### src/rtl/core/nmea_gga_pkg.sv
// package: character codes, field indexes and result type of the gga field extractor
`timescale 1ns / 1ps

package nmea_gga_pkg;

    localparam logic [7:0] CHAR_DOLLAR = 8'h24;
    localparam logic [7:0] CHAR_COMMA  = 8'h2C;
    localparam logic [7:0] CHAR_POINT  = 8'h2E;
    localparam logic [7:0] CHAR_ZERO   = 8'h30;
    localparam logic [7:0] CHAR_NINE   = 8'h39;
    localparam logic [7:0] CHAR_LF     = 8'h0A;
    localparam logic [7:0] CHAR_N      = 8'h4E;
    localparam logic [7:0] CHAR_E      = 8'h45;

    localparam logic [2:0] HDR_LEN = 3'd6;

    localparam logic [3:0] FLD_TIME = 4'd1;
    localparam logic [3:0] FLD_LAT  = 4'd2;
    localparam logic [3:0] FLD_NS   = 4'd3;
    localparam logic [3:0] FLD_LON  = 4'd4;
    localparam logic [3:0] FLD_EW   = 4'd5;
    localparam logic [3:0] FLD_FIX  = 4'd6;
    localparam logic [3:0] FLD_SAT  = 4'd7;
    localparam logic [3:0] FLD_HDOP = 4'd8;
    localparam logic [3:0] FLD_ALT  = 4'd9;
    localparam logic [3:0] FLD_MAX  = 4'd15;

    typedef struct packed {
        logic [23:0] utc_time_bcd;
        logic [31:0] latitude_bcd;
        logic        is_north;
        logic [35:0] longitude_bcd;
        logic        is_east;
        logic [3:0]  fix_quality;
        logic [7:0]  satellites_bcd;
        logic [15:0] hdop_bcd;
        logic [23:0] altitude_bcd;
    } gga_result_t;

    // expected header character at a given match position ("$GPGGA")
    function automatic logic [7:0] header_char(input logic [2:0] pos);
        logic [7:0] c;
        case (pos)
            3'd0:    c = CHAR_DOLLAR;
            3'd1:    c = 8'h47;
            3'd2:    c = 8'h50;
            3'd3:    c = 8'h47;
            3'd4:    c = 8'h47;
            3'd5:    c = 8'h41;
            default: c = 8'h00;
        endcase
        return c;
    endfunction

endpackage

### src/rtl/core/nmea_gga_field_extractor.sv
// top level: gga sentence parser with bcd field registers and a skid-buffered result port
//
//  channel | direction | ports                          | request
//  s_      | in        | s_valid, s_ready, s_rx_byte    | one received character
//  m_      | out       | m_valid, m_ready, m_* fields   | one parsed gga sentence
//
//  one character is taken per cycle while s_ready is high; the per-character update is one compare and shift
//  a line feed ending a matched sentence loads the registered result stage, or the skid stage while a result waits
//  synchronous active-low reset clears the parser and empties both result stages
//  a result stage and a skid stage let input continue while a result waits;
//  s_ready drops only while both hold a request
`timescale 1ns / 1ps

module nmea_gga_field_extractor
    import nmea_gga_pkg::*;
(
    input  logic        aclk,
    input  logic        aresetn,
    input  logic        s_valid,
    output logic        s_ready,
    input  logic [7:0]  s_rx_byte,
    output logic        m_valid,
    input  logic        m_ready,
    output logic [23:0] m_utc_time_bcd,
    output logic [31:0] m_latitude_bcd,
    output logic        m_is_north,
    output logic [35:0] m_longitude_bcd,
    output logic        m_is_east,
    output logic [3:0]  m_fix_quality,
    output logic [7:0]  m_satellites_bcd,
    output logic [15:0] m_hdop_bcd,
    output logic [23:0] m_altitude_bcd
);

    logic [2:0]  header_pos_reg, header_pos_next;
    logic        match_reg, match_next;
    logic [3:0]  field_num_reg, field_num_next;
    logic        point_seen_reg, point_seen_next;
    gga_result_t fields_reg, fields_next;

    logic        m_valid_reg;
    gga_result_t out_reg;
    logic        skid_valid_reg;
    gga_result_t skid_reg;

    logic        in_fire;
    logic        emit;
    logic        is_digit;
    logic [3:0]  digit;
    logic        out_free;

    assign s_ready  = !skid_valid_reg;
    assign in_fire  = s_valid && s_ready;
    assign is_digit = (s_rx_byte >= CHAR_ZERO) && (s_rx_byte <= CHAR_NINE);
    assign digit    = s_rx_byte[3:0];
    assign emit     = in_fire && (s_rx_byte == CHAR_LF) && match_reg;
    assign out_free = !m_valid_reg || m_ready;

    // parser next state
    always_comb begin
        header_pos_next = header_pos_reg;
        match_next      = match_reg;
        field_num_next  = field_num_reg;
        point_seen_next = point_seen_reg;
        fields_next     = fields_reg;
        if (s_rx_byte == CHAR_DOLLAR) begin
            header_pos_next = 3'd1;
            match_next      = 1'b0;
            field_num_next  = '0;
            point_seen_next = 1'b0;
            fields_next     = '0;
        end else if (s_rx_byte == CHAR_LF) begin
            header_pos_next = '0;
            match_next      = 1'b0;
        end else if (match_reg) begin
            if (s_rx_byte == CHAR_COMMA) begin
                if (field_num_reg != FLD_MAX) begin
                    field_num_next = field_num_reg + 4'd1;
                end
            end else begin
                case (field_num_reg)
                    FLD_TIME: begin
                        if (s_rx_byte == CHAR_POINT) begin
                            point_seen_next = 1'b1;
                        end else if (is_digit && !point_seen_reg) begin
                            fields_next.utc_time_bcd = {fields_reg.utc_time_bcd[19:0], digit};
                        end
                    end
                    FLD_LAT: begin
                        if (is_digit) begin
                            fields_next.latitude_bcd = {fields_reg.latitude_bcd[27:0], digit};
                        end
                    end
                    FLD_NS: fields_next.is_north = (s_rx_byte == CHAR_N);
                    FLD_LON: begin
                        if (is_digit) begin
                            fields_next.longitude_bcd = {fields_reg.longitude_bcd[31:0], digit};
                        end
                    end
                    FLD_EW: fields_next.is_east = (s_rx_byte == CHAR_E);
                    FLD_FIX: begin
                        if (is_digit) begin
                            fields_next.fix_quality = digit;
                        end
                    end
                    FLD_SAT: begin
                        if (is_digit) begin
                            fields_next.satellites_bcd = {fields_reg.satellites_bcd[3:0], digit};
                        end
                    end
                    FLD_HDOP: begin
                        if (is_digit) begin
                            fields_next.hdop_bcd = {fields_reg.hdop_bcd[11:0], digit};
                        end
                    end
                    FLD_ALT: begin
                        if (is_digit) begin
                            fields_next.altitude_bcd = {fields_reg.altitude_bcd[19:0], digit};
                        end
                    end
                    default: ;
                endcase
            end
        end else if (header_pos_reg >= 3'd1 && header_pos_reg < HDR_LEN) begin
            if (s_rx_byte == header_char(header_pos_reg)) begin
                header_pos_next = header_pos_reg + 3'd1;
                match_next      = (header_pos_reg + 3'd1) == HDR_LEN;
            end else begin
                header_pos_next = '0;
            end
        end
    end

    always_ff @(posedge aclk) begin
        if (!aresetn) begin
            header_pos_reg <= '0;
            match_reg      <= 1'b0;
            field_num_reg  <= '0;
            point_seen_reg <= 1'b0;
            fields_reg     <= '0;
        end else if (in_fire) begin
            header_pos_reg <= header_pos_next;
            match_reg      <= match_next;
            field_num_reg  <= field_num_next;
            point_seen_reg <= point_seen_next;
            fields_reg     <= fields_next;
        end
    end

    // result stage and skid stage
    always_ff @(posedge aclk) begin
        if (!aresetn) begin
            m_valid_reg    <= 1'b0;
            skid_valid_reg <= 1'b0;
        end else if (skid_valid_reg) begin
            if (out_free) begin
                m_valid_reg    <= 1'b1;
                skid_valid_reg <= 1'b0;
            end
        end else if (emit) begin
            if (out_free) begin
                m_valid_reg <= 1'b1;
            end else begin
                skid_valid_reg <= 1'b1;
            end
        end else if (out_free) begin
            m_valid_reg <= 1'b0;
        end
    end

    always_ff @(posedge aclk) begin
        if (skid_valid_reg) begin
            if (out_free) begin
                out_reg <= skid_reg;
            end
        end else if (emit) begin
            if (out_free) begin
                out_reg <= fields_reg;
            end else begin
                skid_reg <= fields_reg;
            end
        end
    end

    assign m_valid          = m_valid_reg;
    assign m_utc_time_bcd   = out_reg.utc_time_bcd;
    assign m_latitude_bcd   = out_reg.latitude_bcd;
    assign m_is_north       = out_reg.is_north;
    assign m_longitude_bcd  = out_reg.longitude_bcd;
    assign m_is_east        = out_reg.is_east;
    assign m_fix_quality    = out_reg.fix_quality;
    assign m_satellites_bcd = out_reg.satellites_bcd;
    assign m_hdop_bcd       = out_reg.hdop_bcd;
    assign m_altitude_bcd   = out_reg.altitude_bcd;

    a_skid_behind_out: assert property (@(posedge aclk) disable iff (!aresetn)
        skid_valid_reg |-> m_valid_reg)
        else $error("skid stage holds a request while result stage is empty");

    a_match_full_header: assert property (@(posedge aclk) disable iff (!aresetn)
        match_reg |-> (header_pos_reg == HDR_LEN))
        else $error("sentence flagged as matched without full header");

    a_emit_gives_result: assert property (@(posedge aclk) disable iff (!aresetn)
        emit |=> m_valid_reg)
        else $error("line feed of matched sentence gave no result");

    a_dollar_restarts: assert property (@(posedge aclk) disable iff (!aresetn)
        (in_fire && s_rx_byte == CHAR_DOLLAR) |=>
            (header_pos_reg == 3'd1 && !match_reg && field_num_reg == 4'd0))
        else $error("dollar sign did not restart the parser");

endmodule

### config.mk
export PLATFORM = sky130hd
export DESIGN_NAME = nmea_gga_field_extractor
export DESIGN_NICKNAME = d
export VERILOG_FILES = /design/src/rtl/core/nmea_gga_pkg.sv /design/src/rtl/core/nmea_gga_field_extractor.sv
export SDC_FILE = /design/constraint.sdc
export NUM_CORES = 1
export LEC_CHECK = 0
export BUFFER_PORTS_ARGS = -buffer_cell sky130_fd_sc_hd__buf_2
export CAP_MARGIN = 0
export CORE_MARGIN = 1.5
export CORE_UTILIZATION = 50
export CTS_CLUSTER_DIAMETER = 200
export DETAILED_ROUTE_END_ITERATION = 8
export HOLD_SLACK_MARGIN = 0.15
export PLACE_DENSITY = 0.68
export SYNTH_ARGS = -nofsm -noshare
export SYNTH_HDL_FRONTEND = slang
export SYNTH_SLANG_ARGS = --single-unit
### constraint.sdc
create_clock -name aclk -period 9.95 [get_ports aclk]
set_input_delay 0.995 -clock aclk [delete_from_list [all_inputs] [get_ports aclk]]
set_output_delay 0.995 -clock aclk [all_outputs]
set_load 0.05 [all_outputs]
==> results of run 1 <==
-- cells in the mapped netlist (3+ instances only) --
library cell,instances,share of area [%]
sky130_fd_sc_hd__edfxtp_1,292,51
sky130_fd_sc_hd__nand2_1,161,3.5
sky130_fd_sc_hd__dfxtp_1,157,18
sky130_fd_sc_hd__mux2_2,146,9.6
sky130_fd_sc_hd__nand3_1,131,3.8
sky130_fd_sc_hd__o21ai_0,88,2.6
sky130_fd_sc_hd__clkbuf_1,51,1.1
sky130_fd_sc_hd__o21ai_1,39,1.1
sky130_fd_sc_hd__mux2i_1,22,1.3
sky130_fd_sc_hd__buf_2,19,0.56
sky130_fd_sc_hd__nor2_1,17,0.37
sky130_fd_sc_hd__buf_1,10,0.22
sky130_fd_sc_hd__ha_1,10,0.73
sky130_fd_sc_hd__nand4_1,8,0.29
sky130_fd_sc_hd__a21oi_1,7,0.21
sky130_fd_sc_hd__inv_1,7,0.15
sky130_fd_sc_hd__nor2b_1,6,0.22
sky130_fd_sc_hd__a211oi_1,4,0.18
sky130_fd_sc_hd__a31oi_1,4,0.15
sky130_fd_sc_hd__and3_1,4,0.15
sky130_fd_sc_hd__nand3b_1,4,0.18
sky130_fd_sc_hd__nor3_1,4,0.12
sky130_fd_sc_hd__a21oi_4,3,0.29
sky130_fd_sc_hd__buf_4,3,0.13
sky130_fd_sc_hd__buf_6,3,0.20
sky130_fd_sc_hd__nand2b_1,3,0.11
sky130_fd_sc_hd__nor4b_1,3,0.15
sky130_fd_sc_hd__or4_1,3,0.13
sky130_fd_sc_hd__xnor2_1,3,0.15
-- stage by stage --
step                      cells  total power [W]  cell area (µm²)  util [%]  hold slack, ns
after floorplan            1254          0.00203            17100         -           0.426
after global placement     1786          0.00204            18200      54.2           0.436
after detailed placement   1786          0.00204            18200      54.2           0.441
after CTS                  1868          0.00371            19700      58.7           0.455
after global routing       1868          0.00378            19700      58.7           0.461
final                      1868          0.00367            19700      58.7           0.455
-- worst reg2reg max path: stages, from the launching register on --
cell	delay (ns)
sky130_fd_sc_hd__dfxtp_4	0.56
sky130_fd_sc_hd__and3b_1	0.52
sky130_fd_sc_hd__nand2_1	0.15
sky130_fd_sc_hd__nor2_4	0.84
sky130_fd_sc_hd__buf_4	0.91
-- power breakdown --
| group | switching (W) | total [W] | internal, W |
|---|---|---|---|
| combinational | 0.0000327 | 0.0000396 | 0.00000683 |
| clock | 0.000680 | 0.00167 | 0.000994 |
| sequential | 0.0000000411 | 0.00196 | 0.00196 |
-- layer usage --
| layer | vias to the layer above | wire [µm] | track usage, % |
|---|---|---|---|
| met1 | 4893 | 15300 | 26.7 |
| li1 | 4869 | - | - |
| met3 | 44 | 1560 | 2.68 |
| met5 | - | 0 | 0 |
| met2 | 250 | 15100 | 28.5 |
| met4 | 0 | 510 | 4.89 |
-- cells in the final DEF, fill, tap and decap left out, types with 5 or more instances in the layout --
cell type / netlist / routed
sky130_fd_sc_hd__ha_1: 10 / 10
sky130_fd_sc_hd__inv_1: 7 / 7
sky130_fd_sc_hd__o21ai_1: 39 / 39
sky130_fd_sc_hd__a21oi_1: 7 / 7
sky130_fd_sc_hd__dfxtp_1: 157 / 156
sky130_fd_sc_hd__clkbuf_1: 51 / 8
sky130_fd_sc_hd__clkbuf_8: 0 / 8
sky130_fd_sc_hd__buf_4: 3 / 11
sky130_fd_sc_hd__mux2i_1: 22 / 22
sky130_fd_sc_hd__nor2_1: 17 / 15
sky130_fd_sc_hd__nand3_1: 131 / 131
sky130_fd_sc_hd__nand2_1: 161 / 161
sky130_fd_sc_hd__edfxtp_1: 292 / 292
sky130_fd_sc_hd__clkinv_2: 0 / 9
sky130_fd_sc_hd__nor2b_1: 6 / 5
sky130_fd_sc_hd__mux2_2: 146 / 146
sky130_fd_sc_hd__nand4_1: 8 / 8
sky130_fd_sc_hd__o21ai_0: 88 / 88
sky130_fd_sc_hd__clkbuf_16: 0 / 48
sky130_fd_sc_hd__buf_2: 19 / 158
-- path summary, 6_finish.rpt --
path	endpoint	slack (ns)
max	skid_reg[136]	5.96
min	skid_reg[121]	0.45
max reg2reg	skid_reg[136]	6.54
min reg2reg	skid_reg[121]	0.45
-- area by class of cell --
class                      instances  area, µm²  share of cell area (%)
inverter                           8       30.0                   0.153
timing repair buffer             170        885                    4.49
multi-input combinational        711       4790                    24.3
clock inverter                    18        159                   0.807
tap                              448        561                    2.85
sequential                       449      11900                    60.5
clock buffer                      64       1340                    6.81
-- cells by family after synthesis --
| kind of cell | after synthesis |
|---|---|
| flip-flops | 449 |
| AND/OR/NAND/NOR | 364 |
| multiplexers | 168 |
| AO/OA/AOI/OAI | 165 |
| buffers and inverters | 94 |
| adder cells (fa/ha/maj) | 10 |
| XOR/XNOR | 4 |
==> results, run 1 <==
- The run finished with clean final reports.
- Together, buffers and inverters on the worst path number 2.
- The number of global-route vias before repair is 9522.
- The area of the die is 0.0353 mm².
- The final global-route overflow total is 0.
- The half-perimeter wire length of the detailed placement result is 18700 µm.
- The total count of max-transition violations in the final report came to 0.
- In this run the worst hold path is classified as reg -> reg.
- The distinct cell type count of the synthesized netlist is 60.
- The number of remaining DRC errors is 0.
- Compared with the post-synthesis result, the final layout area differs by 15.3%.
- Summing the areas of all xor and xnor instances in the mapped netlist gives 0.205% of the synthesized area.
- The total power per unit cell area is 187 mW/mm².
- The mapped netlist covers 0.0171 mm².
- The main flop type after synthesis is sky130_fd_sc_hd__edfxtp_1.
- TritonCTS built the clock tree.
- The critical path depth is 6.
- The average detailed-routed wire length per instance is 17.4 µm.
- The largest clock skew in the final design is 0.0178 ns.
- The post-route netlist has 28.5% of its cells at a drive strength greater than 1.
- The relative max-transition margin is 22.8%.
- Clock-pin slew was measured on the worst setup and hold paths at 0.06 ns.
- The number of sinks on the clock net is 449.
- In the global route stage, overall resource usage came out at 18.2%.
- The peak supply drop is 0.119 mV.
- The analysis attributes to cell leakage a power of 7.43 nW.
- Counting cells, the worst reg-to-reg path comes to 4.
- The number of hold buffers added after CTS was 0.
- After filler insertion, the fill cell instance count of the layout stands at 2720.
- The count of yosys warnings during synthesis is 0.
- By area, the combinational part of the netlist is dominated by multiplexers.
- STA classifies the critical path endpoint as a flop.
- The setup slack of the critical path after layout is 5.96 ns.
- The worst hold path passes through 0 cells.
- The first detailed-routing pass took 5 iterations.
- Summing the areas of all fa, ha and maj instances in the mapped netlist gives 0.733% of the synthesized area.
- The post-synthesis area per instance is 13.6 µm².
- The final-report setup violation count is 0.
- After Yosys synthesis, and, or, nand and nor cells account for 10.1% of the synthesized area.
- Timing analysis after detailed placement gives a worst setup slack of 5.38 ns.
- The initial core utilization is 50.9%.
- Summing the areas of all compound-gate instances in the mapped netlist gives 5.82% of the synthesized area.
- Buffers placed on the I/O ports in this run total 159.
- The region available for standard cell placement spans 0.0335 mm².
- The post-synth net total is 1276.
- For the pin with the worst max-slew slack, the measured transition is 1.16 ns.
- In this run the remaining antenna-violating nets after routing total 0.
- The count of endpoints failing hold in the final timing report came to 0.
- The die is 188 µm wide.
- The maximum number of buffers from clock root to sink is 3.
- During I/O placement, the number of pins put on the boundary was 160.
- The wire length of the first global-routing pass is 51900 µm.
- The launch instance of the worst min-delay path is fields_reg[121].
- Along the worst path, the maximum fanout reaches 69.
- The final weighted congestion of routability-driven global placement is 0.867.
- Counting flops with a built-in enable in the synthesized netlist gives 292.
- The number of rows created at floorplan is 67.
- The violation count after the first detailed-route iteration is 832.
- The multiplexer share of the synthesized area is 10.9%.
- The post-route clock period utilization is 40.1%.
- Max-cap violations in this run came to 0.
- Traced cell by cell, the critical path runs through buf_2 -> or4_1 -> nor2_1 -> nand2_1 -> nor2_4 -> buf_4.
- The number of buffers created by CTS is 45.
- Setup repair after global routing left no endpoint under its margin.
- Among cell families on the critical path, the largest total delay comes from simple AND/OR/NAND/NOR gates.
- STA puts the critical path data arrival time at 4.14 ns.
- The start point of the critical path is s_rx_byte[0].
- Sequential cells were found to cover 69.8% of the synthesized design area.
- The clock tree synthesis step divided the H-tree into 2 levels.
- The largest single stage delay on the critical path is 0.86 ns.
- Clock tree synthesis selected as its root buffer the cell sky130_fd_sc_hd__clkbuf_16.
- The register bit total from synthesis is 449.
- Among all stages on the critical path, the largest delay is contributed by sky130_fd_sc_hd__buf_4.
- The fraction of synthesis flops using an asynchronous set or reset pin is 0%.
- The net count of the finished layout is 1407.
- Entering global routing, the biggest net connects 104 pins.
- The number of post-CTS setup repair buffers is 0.
- The final routed wirelength across all metal layers is 32500 µm.
- In the routed layout, each cell is associated on average with a via count of 5.38.
- Static timing analysis puts the maximum clock frequency at 251 MHz.
- The worst setup path is launched from a primary input.
- The initial antenna violation count came to 0.
- The clock reaches the later pin of the worst-skew pair after 0.53 ns.
- The clock period minus worst slack is 3.99 ns.
- The worst setup path is of the in -> reg kind.
- The floorplan die height is 188 µm.
- The routed layout has 10100 vias.
- The origin of the critical flop-to-flop path is skid_valid_reg.
- The post-cts repair resize count is 0.
- The data required time of the critical path is 10.10 ns.
- The number of antenna cells inserted is 0.
- The post-route setup TNS is 0 ns.
- The gate count of the mapped netlist is 1254.
Power figures use the tool's default switching activity.
==> inputs of run 2 (changes only) <==
- clock period: 9.95 -> 4.2 ns (I/O delays scaled with it)
==> run 2 against run 1 <==
Compared with the run above:
- critical path depth down 1
- non-clock buffer count up 4
- global-route usage up 0.33 points
- via count up 0.44%
- register-to-register slack worse by 5.3 ns
- combinational power up 150%
- cell count unchanged
- sequential cell count unchanged
- utilization up 0.12 points
- first-iteration DRC count down 7.9%
- sequential power up 140%
- critical path type is now reg -> reg
==> results, run 2 (synthesis gave the netlist of run 1 again) <==
- The highest fanout seen on the critical path is 71.
- The cell with the largest stage delay on the worst path is sky130_fd_sc_hd__nand4_1.
- For the worst setup path, the data required time is 4.57 ns.
- The tool flagged a number of max-cap violations equal to 0.
- The post-route clock period utilization is 69.3%.
- The number of sinks on the clock net is 449.
- The post-route setup TNS is 0 ns.
- The peak clock frequency supported by timing is 344 MHz.
- The total via count in the routed design is 10100.
- The largest clock skew in the final design is 0.00831 ns.
- For this configuration, the core starts out at a cell density of 50.9%.
- For this run, the post-layout net count is 1409.
- The critical path goes through nor2b_1 -> nand4_1 -> a21oi_4 -> buf_4 -> o21ai_0.
- In this run the tool buffered the top-level ports with 159 buffer cells.
- Dividing total power by cell area gives a power density of 440 mW/mm².
- After the first detailed-routing iteration, the DRC count stood at 766.
- The floorplan step defined a core boundary enclosing 0.0335 mm².
- In the global route stage, met3 resource usage came out at 2.81%.
- The initial antenna violation count came to 0.
- TritonCTS built the clock tree.
- At the pin with the least slew margin, the transition time is 1.08 ns.
- The number of post-CTS setup repair buffers is 0.
- The total count of max-transition violations in the final report came to 0.
- The flow ran to the end, and the final reports show no timing, DRC or antenna violations.
- The cell sitting at the root of the clock tree is a sky130_fd_sc_hd__clkbuf_16.
- The die is 188 µm tall.
- The pin count of the biggest net entering global routing is 89.
- The post-cts repair resize count is 0.
- The capturing element type of the critical path is a flop.
- The global-route track usage on met2 is 28.7%.
- Setup violations remaining at the end of the flow were counted as 0.
- The count of endpoints failing hold in the final timing report is 0.
- The number of remaining DRC errors is 0.
- The delay of the slowest cell on the worst path is 0.77 ns.
- The number of antenna cells inserted is 0.
- In this run the horizontal extent of the chip is 188 µm.
- The clock reaches the later pin of the worst-skew pair after 0.53 ns.
- The routed design could run at a clock period as short as 2.91 ns.
- Together, buffers and inverters on the worst path number 1.
- From synthesis to final layout, the design area changed by 15.6%.
- The half-perimeter wire length of the detailed placement result is 18700 µm.
- The top-level I/O count is 160.
- The average detailed-routed wire length per instance is 17.5 µm.
- The leading cell type in the layout, fill and taps excluded is sky130_fd_sc_hd__edfxtp_1.
- The class of the tightest hold or removal check is in -> reg.
- At the end of routability-driven placement, the weighted congestion stood at 0.803.
- Counting along the longest clock path gives a buffer depth of 3.
- Wires add up to 32600 µm.
- For this design the static power due to leakage is 7.44 nW.
- The family with the most delay on the worst path is simple AND/OR/NAND/NOR gates.
- For this run the aggregate overflow at the end of global routing stands at 0.
- The critical path data arrival time is 3.28 ns.
- STA classifies the critical path startpoint as a flop.
- The deepest level of the CTS H-tree is 2.
- The number of detailed-routing iterations run before antenna repair is 5.
- The met1 track demand over resource in global routing is 27.3%.
- The area of the die is 0.0353 mm².
- The number of global-route vias before repair came to 9791.
- The layer carrying the most global-route usage is met2.
- The hold buffer count at cts is 0.
- The clock-pin slew on the worst setup and hold paths is 0.06 ns.
- TritonCTS created 43 clock buffers.
- The post-route netlist has 28.5% of its cells at a drive strength greater than 1.
- The total power is 0.00867 W.
- The type of the setup path with the least slack is reg -> reg.
- After detailed routing, the number of vias per cell comes to 5.41.
- The wire length of the first global-routing pass is 52800 µm.
- In the layout the commonest cells are sky130_fd_sc_hd__edfxtp_1 (292), sky130_fd_sc_hd__nand2_1 (161), sky130_fd_sc_hd__buf_2 (158).
- The number of rows created at floorplan is 67.
- Setup repair after global routing left no endpoint under its margin.
- The relative max-transition margin is 28.2%.
- The setup slack on the worst flop-to-flop path is 1.29 ns.
- The global routing usage summed across all routing layers is 18.6%.
- Once detail routing completed, the nets flagged for antenna violations numbered 0.
- Across the VDD grid, the largest voltage drop is 0.265 mV.
run 2: cell types whose count changed in the layout (fill, tap and decap cells not counted), sizes merged:
cell | before | now
buf | 170 | 174
bufinv | 2 | 6
clkbuf | 64 | 53
clkinv | 15 | 17
clkinvlp | 0 | 1
run 2: metal layers:
metal  routed length [µm]  part of all wire, %
met5                    0                    0
met4                  629                  1.9
met3                 1600                  4.9
met2                15000                   46
met1                15400                   47
run 2: final cells by class:
type	instances	area, µm²
Inverter	8	30.0
Fill cell	2676	13800
Sequential cell	449	11900
Tap cell	448	561
Timing Repair Buffer	174	977
Clock buffer	53	1160
Multi-Input combinational cell	711	4790
Clock inverter	25	285
run 2: power by group:
| group | leakage [nW] | total (W) | switching, W | internal, W |
|---|---|---|---|---|
| Combinational | 2.36 | 0.0000972 | 0.0000804 | 0.0000168 |
| Clock | 0.715 | 0.00393 | 0.00159 | 0.00234 |
| Sequential | 4.36 | 0.00464 | 0.0000000966 | 0.00464 |
| Total | 7.44 | 0.00867 | 0.00167 | 0.00700 |
run 2: per-stage QoR:
stage	std cells	setup WS, ns	hold WS, ns	cell area, µm²	util, %
finish	1868	1.29	0.287	19700	58.8
global route	1868	1.02	0.281	19700	58.8
CTS	1868	1.28	0.269	19700	58.8
detailed placement	1790	1.06	0.441	18300	54.5
global placement	1790	1.13	0.438	18300	54.5
floorplan	1254	0.124	0.426	17100	-
run 2: worst min-delay path, cell delays in order:
cell and delay, ns:
sky130_fd_sc_hd__buf_2 0.07, sky130_fd_sc_hd__nand2b_1 0.21, sky130_fd_sc_hd__nor3_1 0.06
run 2: final timing paths:
| check | to | depth (start not counted) | start |
|---|---|---|---|
| worst max-delay path | fields_reg[88] | 5 | skid_valid_reg |
| worst min register to register | skid_reg[46] | 0 | fields_reg[46] |
| worst max register to register | fields_reg[88] | 5 | skid_valid_reg |
| worst min-delay path | skid_valid_reg | 3 | m_ready |
